===== config.mk =====
export PLATFORM = sky130hd
export DESIGN_NAME = alpha_premultiply_unit
export DESIGN_NICKNAME = d
export VERILOG_FILES = /design/src/rtl/apu_pkg.sv /design/src/rtl/apu_mul_stage.sv /design/src/rtl/apu_div_cell.sv /design/src/rtl/alpha_premultiply_unit.sv
export SDC_FILE = /design/constraint.sdc
export NUM_CORES = 2
export LEC_CHECK = 0
export BUFFER_PORTS_ARGS = -buffer_cell sky130_fd_sc_hd__buf_2
export CORE_ASPECT_RATIO = 0.7
export CORE_MARGIN = 2
export CORE_UTILIZATION = 65
export CTS_CLUSTER_SIZE = 25
export DETAILED_ROUTE_END_ITERATION = 10
export PLACE_DENSITY = 0.82
export REMOVE_ABC_BUFFERS = 1
export SLEW_MARGIN = 15
export SYNTH_ARGS = -nofsm -noshare
export SYNTH_HDL_FRONTEND = slang
export SYNTH_SLANG_ARGS = --single-unit

===== constraint.sdc =====
create_clock -name clk_i -period 14.9 [get_ports clk_i]
set_input_delay 0 -clock clk_i [delete_from_list [all_inputs] [get_ports clk_i]]
set_output_delay 0 -clock clk_i [all_outputs]
set_load 0.1 [all_outputs]

===== src/rtl/apu_pkg.sv =====
// Shared types and constants for the alpha premultiply unit.
// No dependencies; used by every module under rtl/.
package apu_pkg;

  localparam int unsigned ChanW   = 8;             // bits per pixel channel
  localparam int unsigned DivW    = 2 * ChanW;     // dividend / quotient width
  localparam int unsigned NumChan = 3;             // colour channels: red, green, blue
  localparam int unsigned NumCells = DivW;         // one quotient bit per cell

  localparam logic [ChanW-1:0] FullScale = 8'd255;

  localparam logic ModePremul = 1'b0;
  localparam logic ModeUndo   = 1'b1;

  typedef struct packed {
    logic [ChanW-1:0] red_in;
    logic [ChanW-1:0] green_in;
    logic [ChanW-1:0] blue_in;
    logic [ChanW-1:0] alpha_in;
  } apu_in_t;

  typedef struct packed {
    logic [ChanW-1:0] red_out;
    logic [ChanW-1:0] green_out;
    logic [ChanW-1:0] blue_out;
    logic [ChanW-1:0] alpha_out;
  } apu_out_t;

  // Per-channel division state: partial remainder plus a shift word that
  // holds the unused dividend bits on top and the quotient bits below.
  typedef struct packed {
    logic [ChanW-1:0] rem;
    logic [DivW-1:0]  dq;
  } apu_chan_t;

  // What one cell hands to its neighbor. ch[0] red, ch[1] green, ch[2] blue.
  typedef struct packed {
    apu_chan_t [NumChan-1:0] ch;
    logic [ChanW-1:0]        divisor;
    logic [ChanW-1:0]        alpha;
  } apu_cell_t;

endpackage


===== src/rtl/apu_mul_stage.sv =====
// Front stage: forms the dividend of each colour channel and their shared divisor.
// Depends on apu_pkg.
module apu_mul_stage (
  input  logic               clk_i,
  input  logic               rst_ni,
  input  logic               mode_i,
  input  logic               valid_i,
  output logic               ready_o,
  input  apu_pkg::apu_in_t   data_i,
  output logic               valid_o,
  input  logic               ready_i,
  output apu_pkg::apu_cell_t data_o
);

  logic                     valid_q;
  apu_pkg::apu_cell_t       data_q;
  apu_pkg::apu_cell_t       data_d;
  logic [apu_pkg::ChanW-1:0] chan_in [apu_pkg::NumChan];
  logic                     alpha_zero;

  assign chan_in[0] = data_i.red_in;
  assign chan_in[1] = data_i.green_in;
  assign chan_in[2] = data_i.blue_in;
  assign alpha_zero = (data_i.alpha_in == '0);

  always_comb begin
    data_d.alpha = data_i.alpha_in;
    if (mode_i == apu_pkg::ModeUndo) begin
      // zero alpha: divide by one so the colour comes out as it went in
      data_d.divisor = alpha_zero ? apu_pkg::ChanW'(1) : data_i.alpha_in;
    end else begin
      data_d.divisor = apu_pkg::FullScale;
    end
    for (int c = 0; c < apu_pkg::NumChan; c++) begin
      data_d.ch[c].rem = '0;
      if (mode_i == apu_pkg::ModeUndo) begin
        if (alpha_zero) begin
          data_d.ch[c].dq = {{apu_pkg::ChanW{1'b0}}, chan_in[c]};
        end else begin
          // c * 255 = (c << 8) - c
          data_d.ch[c].dq = {chan_in[c], {apu_pkg::ChanW{1'b0}}}
                          - {{apu_pkg::ChanW{1'b0}}, chan_in[c]};
        end
      end else begin
        data_d.ch[c].dq = apu_pkg::DivW'(chan_in[c]) * apu_pkg::DivW'(data_i.alpha_in);
      end
    end
  end

  assign ready_o = !valid_q || ready_i;

  always_ff @(posedge clk_i or negedge rst_ni) begin
    if (!rst_ni) begin
      valid_q <= 1'b0;
    end else if (ready_o) begin
      valid_q <= valid_i;
    end
  end

  always_ff @(posedge clk_i) begin
    if (ready_o && valid_i) begin
      data_q <= data_d;
    end
  end

  assign valid_o = valid_q;
  assign data_o  = data_q;

endmodule


===== src/rtl/apu_div_cell.sv =====
// One restoring-division cell: resolves one quotient bit for all three channels.
// Depends on apu_pkg.
module apu_div_cell (
  input  logic               clk_i,
  input  logic               rst_ni,
  input  logic               valid_i,
  output logic               ready_o,
  input  apu_pkg::apu_cell_t data_i,
  output logic               valid_o,
  input  logic               ready_i,
  output apu_pkg::apu_cell_t data_o
);

  logic                       valid_q;
  apu_pkg::apu_cell_t         data_q;
  apu_pkg::apu_cell_t         data_d;
  logic [apu_pkg::ChanW:0]    shifted [apu_pkg::NumChan];
  logic [apu_pkg::ChanW:0]    diff    [apu_pkg::NumChan];
  logic                       fits    [apu_pkg::NumChan];

  always_comb begin
    data_d.divisor = data_i.divisor;
    data_d.alpha   = data_i.alpha;
    for (int c = 0; c < apu_pkg::NumChan; c++) begin
      shifted[c] = {data_i.ch[c].rem, data_i.ch[c].dq[apu_pkg::DivW-1]};
      diff[c]    = shifted[c] - {1'b0, data_i.divisor};
      fits[c]    = (shifted[c] >= {1'b0, data_i.divisor});
      data_d.ch[c].rem = fits[c] ? diff[c][apu_pkg::ChanW-1:0]
                                 : shifted[c][apu_pkg::ChanW-1:0];
      data_d.ch[c].dq  = {data_i.ch[c].dq[apu_pkg::DivW-2:0], fits[c]};
    end
  end

  assign ready_o = !valid_q || ready_i;

  always_ff @(posedge clk_i or negedge rst_ni) begin
    if (!rst_ni) begin
      valid_q <= 1'b0;
    end else if (ready_o) begin
      valid_q <= valid_i;
    end
  end

  always_ff @(posedge clk_i) begin
    if (ready_o && valid_i) begin
      data_q <= data_d;
    end
  end

  assign valid_o = valid_q;
  assign data_o  = data_q;

`ifndef SYNTHESIS
  // a held item must not change while the neighbor stalls
  a_hold: assert property (@(posedge clk_i) disable iff (!rst_ni)
    valid_q && !ready_i |=> valid_q && $stable(data_q))
    else $error("div cell lost or changed a stalled item");

  // divisor is never zero inside the chain (zero alpha is remapped up front)
  a_div_nz: assert property (@(posedge clk_i) disable iff (!rst_ni)
    valid_q |-> data_q.divisor != '0)
    else $error("zero divisor in div chain");

  // partial remainders stay below the divisor
  a_rem_ok: assert property (@(posedge clk_i) disable iff (!rst_ni)
    valid_q |-> (data_q.ch[0].rem < data_q.divisor) &&
                (data_q.ch[1].rem < data_q.divisor) &&
                (data_q.ch[2].rem < data_q.divisor))
    else $error("remainder out of range");
`endif

endmodule


===== src/rtl/alpha_premultiply_unit.sv =====
// Pipeline: 1 product stage + 16 div cells, each with its own register; ready ripples back.
// Throughput: one pixel per cycle unless the output stalls.
// Stall on the output fills bubbles first, then backpressures the input.
// Reset (rst_ni, async, active low): all stage valids clear, mode returns to premultiply.
// Mode is sampled with each pixel at the product stage.
// Depends on apu_pkg, apu_mul_stage, apu_div_cell.
module alpha_premultiply_unit (
  input  logic             clk_i,
  input  logic             rst_ni,
  // config
  input  logic             cfg_we_i,
  input  logic             cfg_wdata_i,
  // pixel in
  input  logic             in_valid_i,
  output logic             in_ready_o,
  input  apu_pkg::apu_in_t in_data_i,
  // pixel out
  output logic             out_valid_o,
  input  logic             out_ready_i,
  output apu_pkg::apu_out_t out_data_o
);

  logic mode_q;

  // stage k drives index k; index 0 is the product stage output
  logic               valid_s [apu_pkg::NumCells+1];
  logic               ready_s [apu_pkg::NumCells+1];
  apu_pkg::apu_cell_t data_s  [apu_pkg::NumCells+1];

  always_ff @(posedge clk_i or negedge rst_ni) begin
    if (!rst_ni) begin
      mode_q <= apu_pkg::ModePremul;
    end else if (cfg_we_i) begin
      mode_q <= cfg_wdata_i;
    end
  end

  // Premultiply: dividend c*alpha, divisor 255.
  // Undo: dividend c*255, divisor alpha (alpha zero -> divisor 1, dividend c).
  apu_mul_stage u_mul (
    .clk_i   (clk_i),
    .rst_ni  (rst_ni),
    .mode_i  (mode_q),
    .valid_i (in_valid_i),
    .ready_o (in_ready_o),
    .data_i  (in_data_i),
    .valid_o (valid_s[0]),
    .ready_i (ready_s[0]),
    .data_o  (data_s[0])
  );

  // 16 cells, MSB-first restoring division; the quotient ends in dq.
  for (genvar k = 0; k < apu_pkg::NumCells; k++) begin : g_cell
    apu_div_cell u_cell (
      .clk_i   (clk_i),
      .rst_ni  (rst_ni),
      .valid_i (valid_s[k]),
      .ready_o (ready_s[k]),
      .data_i  (data_s[k]),
      .valid_o (valid_s[k+1]),
      .ready_i (ready_s[k+1]),
      .data_o  (data_s[k+1])
    );
  end

  assign ready_s[apu_pkg::NumCells] = out_ready_i;
  assign out_valid_o = valid_s[apu_pkg::NumCells];

  // quotient can exceed 255 in undo mode; low byte only (wraps)
  assign out_data_o.red_out   = data_s[apu_pkg::NumCells].ch[0].dq[apu_pkg::ChanW-1:0];
  assign out_data_o.green_out = data_s[apu_pkg::NumCells].ch[1].dq[apu_pkg::ChanW-1:0];
  assign out_data_o.blue_out  = data_s[apu_pkg::NumCells].ch[2].dq[apu_pkg::ChanW-1:0];
  assign out_data_o.alpha_out = data_s[apu_pkg::NumCells].alpha;

`ifndef SYNTHESIS
  // input only backs up once the whole chain, output included, is full
  a_full_chain: assert property (@(posedge clk_i) disable iff (!rst_ni)
    !in_ready_o |-> out_valid_o && !out_ready_i)
    else $error("input stalled with room in the chain");

  // an idle output register never blocks the chain
  a_out_drain: assert property (@(posedge clk_i) disable iff (!rst_ni)
    !out_valid_o |-> ready_s[apu_pkg::NumCells-1])
    else $error("last cell stalled behind empty output");

  // product stage holds its item across a stall
  a_front_hold: assert property (@(posedge clk_i) disable iff (!rst_ni)
    valid_s[0] && !ready_s[0] |=> valid_s[0] && $stable(data_s[0]))
    else $error("product stage dropped a stalled item");
`endif

endmodule


==> metrics.cfg <==
[setup_path]
cp-start-kind = primary input
critPathSlowestCell = fa_1
crit_fanout = 27
cp_common_cell = fa_1
path_class = primary input to flop
rr_worst_depth = 6
r2r-end = g_cell[6].u_cell.data_o[39]
worstPathCellList = dlygate4sd3_1 -> buf_2 -> nand2_1 -> fa_1 -> fa_1 -> inv_1 -> fa_1 -> inv_1 -> fa_1 -> inv_1 -> ha_1 -> o211ai_1 -> o21ai_1 -> o2111ai_1 -> or4_1 -> nand3_1
startpoint = in_data_i[7]
worstPathArrival_ps = 5210
end_kind = flop
crit_required_ps = 15480
r2r_slack_ps = 11460
slowest_delay_ps = 560
critical-path-top-delay-family = adder cells
crit_path_end = u_mul.data_o[30]
r2r_start = g_cell[14].u_cell.valid_o
crit_buf_inv = 5
cp.depth = 16

[floorplan]
die_h_um = 267
io_pins = 72
core_area_sq_um = 97800
die_w_um = 379
die-area_sq_um = 101000
rows = 96
initial_core_util_pct = 65.5

[layout]
final_nets = 5746
nFillCells = 6312
final_cells = 6490
final_cell_area_sq_um = 69900
ff_latch_area_sq_um = 34700
drive_gt1_share_pct = 13.2
multi_input_area_sq_um = 27400
area_growth_pct = 9.26

[global_routing]
grt_pass1_wl_um = 226000
grt_max_degree = 80
overflow = 0
antenna_found_initial = 5
grt_pass1_vias = 39700
grt_use_total_pct = 28.8

[synth]
ys.flop_type = edfxtp_1
yosys_warnings = 0
synth_most_common_cell = edfxtp_1
synth-async-reset-ratio_pct = 1.55
ys_seq_area_share_pct = 54.2
syn_area_per_cell_sq_um = 13.0
synth_edf_count = 1140
synth_cell_types = 59
syn_area_sq_um = 64000
synth_top_area_share_pct = 53.5
synth.top_cells.by_count = edfxtp_1, ha_1, inv_1, nor2_1, mux2_2
synth_area_leaders = edfxtp_1, ha_1, fa_1, mux2_2, inv_1
ys_ff_latch = 1158
synth_area_leader_cell = edfxtp_1
postSynthCellCount = 4928

[placed_design]
gp_congestion = 0.912
hpwl_um = 100000
numPortBuffers = 71
dpl_cell_area_sq_um = 65800
dp_cells = 6254

[timing]
finalHoldViolCount = 0
tns_ps = 0
setup_viol = 0
fmax_ghz = 0.216
finClkSkew_ps = 77.5
relSlewSlack_pct = 23.0
max_slew.worst_pin.slew_ps = 1160
slew_violations = 0
fin_crit_ps = 4630
fin_crit_sh_pct = 31.1
rsz0062_at_grt = false

[clock_tree]
cts-resized-gates = 0
cts-root-buf = clkbuf_16
cts.clk_slew.worst_paths_ps = 70
clk_latency_ps = 730
cts_setup_buffers = 0
htree_levels = 3
clock_path_buffers = 3
cts_buffers = 105
clock_sinks = 1158
cts_tree = done

[detailed_routing]
met2_length_um = 63300
dr.pass1.iters = 6
postRouteAntennaNets = 0
vias_per_cell = 6.30
drcViolationCount = 0
vias = 40900
wirelength_um = 144000
route.met3.wl_um = 12000
highest_layer = met5
drtIter0Drc = 4314
drt-met1-wl_um = 65800
wl_per_cell_um = 22.2

[power_and_ir_drop]
report.power.total_mw = 13.7
irDropWorstVdd_v = 0.000119
power.leakage_nw = 26.9
cellPowerDensity_nw_per_um2 = 195

[hold_path]
hold_class = primary input to flop

[run_status]
outcome = completed

[job]
drv_cap = 0

cells by family (layout without fill, tap and decap cells):
| family | count (synthesis) | count (layout) | synth area share (%) |
|---|---|---|---|
| xor gates and xnor gates | 89 | 89 | 1.22 |
| muxes | 307 | 307 | 5.21 |
| adders and majority gates | 627 | 627 | 14.0 |
| and+or+nand+nor | 1277 | 1277 | 10.6 |
| DFF | 1158 | 1158 | 54.2 |
| other | 0 | 1 | 0 |
| buffers and inverters | 493 | 731 | 3.08 |
| AOI/OAI and AO/OA | 977 | 977 | 11.7 |
per-layer routing:
metal / global-route usage [%] / vias up
li1: - / 18800
met5: 0 / -
met3: 4.41 / 239
met1: 45.1 / 20000
met4: 6.40 / 6
met2: 42.5 / 1825
how the worst min path moves through the flow:
stage                from                        end  slack, ps  cells past startpoint
6_report       in_valid_i              u_mul.valid_o         90                      3
5_1_grt        in_valid_i              u_mul.valid_o         50                      3
3_3_place_gp       rst_ni  g_cell[15].u_cell.valid_o        -50                      1
2_1_floorplan      rst_ni   g_cell[0].u_cell.valid_o       -300                      0
4_1_cts        in_valid_i              u_mul.valid_o         30                      3
3_5_place_dp       rst_ni  g_cell[15].u_cell.valid_o        -40                      1
report_power, final:
| part | internal (mW) | switching (mW) |
|---|---|---|
| sequential | 4.74 | 0.390 |
| clock | 1.61 | 1.28 |
| combinational | 2.38 | 3.26 |
registers in the layout, indices dropped and copies added (netlist names):
| signal | count |
|---|---|
| u_mul.data_o | 64 |
| mode_q | 1 |
| g_cell.u_cell.valid_o | 16 |
| g_cell.u_cell.data_o | 1076 |
| u_mul.valid_o | 1 |
final cells by class:
class,instances,area share [%]
Clock buffer,123,3.91
Clock inverter,69,1.34
Antenna cell,1,0.00358
Timing Repair Buffer,133,1.35
Multi-Input combinational cell,3277,39.2
Inverter,406,2.18
Tap cell,1323,2.37
Sequential cell,1158,49.6
tightest hold or removal path, stage by stage:
cell	delay (ps)
dlygate4sd3_1	570
buf_2	120
nand2b_1	90
timing repair:
action | in CTS | in global routing
hold buffers | 42 | 0
hold endpoints to repair | 84 | 0
setup endpoints to repair | 0 | 0
stage by stage:
| step | hold slack [ps] | utilization, % | setup WS (ps) |
|---|---|---|---|
| 4_1_cts | 33.1 | 71.5 | 10350 |
| 2_1_floorplan | -296 | - | 6630 |
| 5_1_grt | 45.3 | 71.5 | 10160 |
| 3_5_place_dp | -38.5 | 67.3 | 10270 |
| 3_3_place_gp | -50.7 | 67.3 | 10420 |
| 6_report | 86.2 | 71.5 | 10270 |
placed cells by master (no fill, tap or decap), drive strengths merged, types with 41 or more instances in the layout:
master,netlist,routed
clkbuf,52,123
ha,477,477
a211oi,62,62
nor2,388,388
fa,150,150
nand3,41,41
o211ai,43,43
o21ai,206,206
a21oi,209,209
mux2i,99,99
mux2,208,208
xnor2,69,69
nand2,160,160
a21boi,43,43
edfxtp,1140,1140
o21a,130,130
dlygate4sd3,0,42
o31a,81,81
nand2b,57,57
nand4,91,91
o31ai,45,45
nor2b,116,116
buf,35,91
or2,44,44
nor3,126,126
and2,163,163
inv,406,412
No activity file was read; power rests on OpenSTA's default activity.
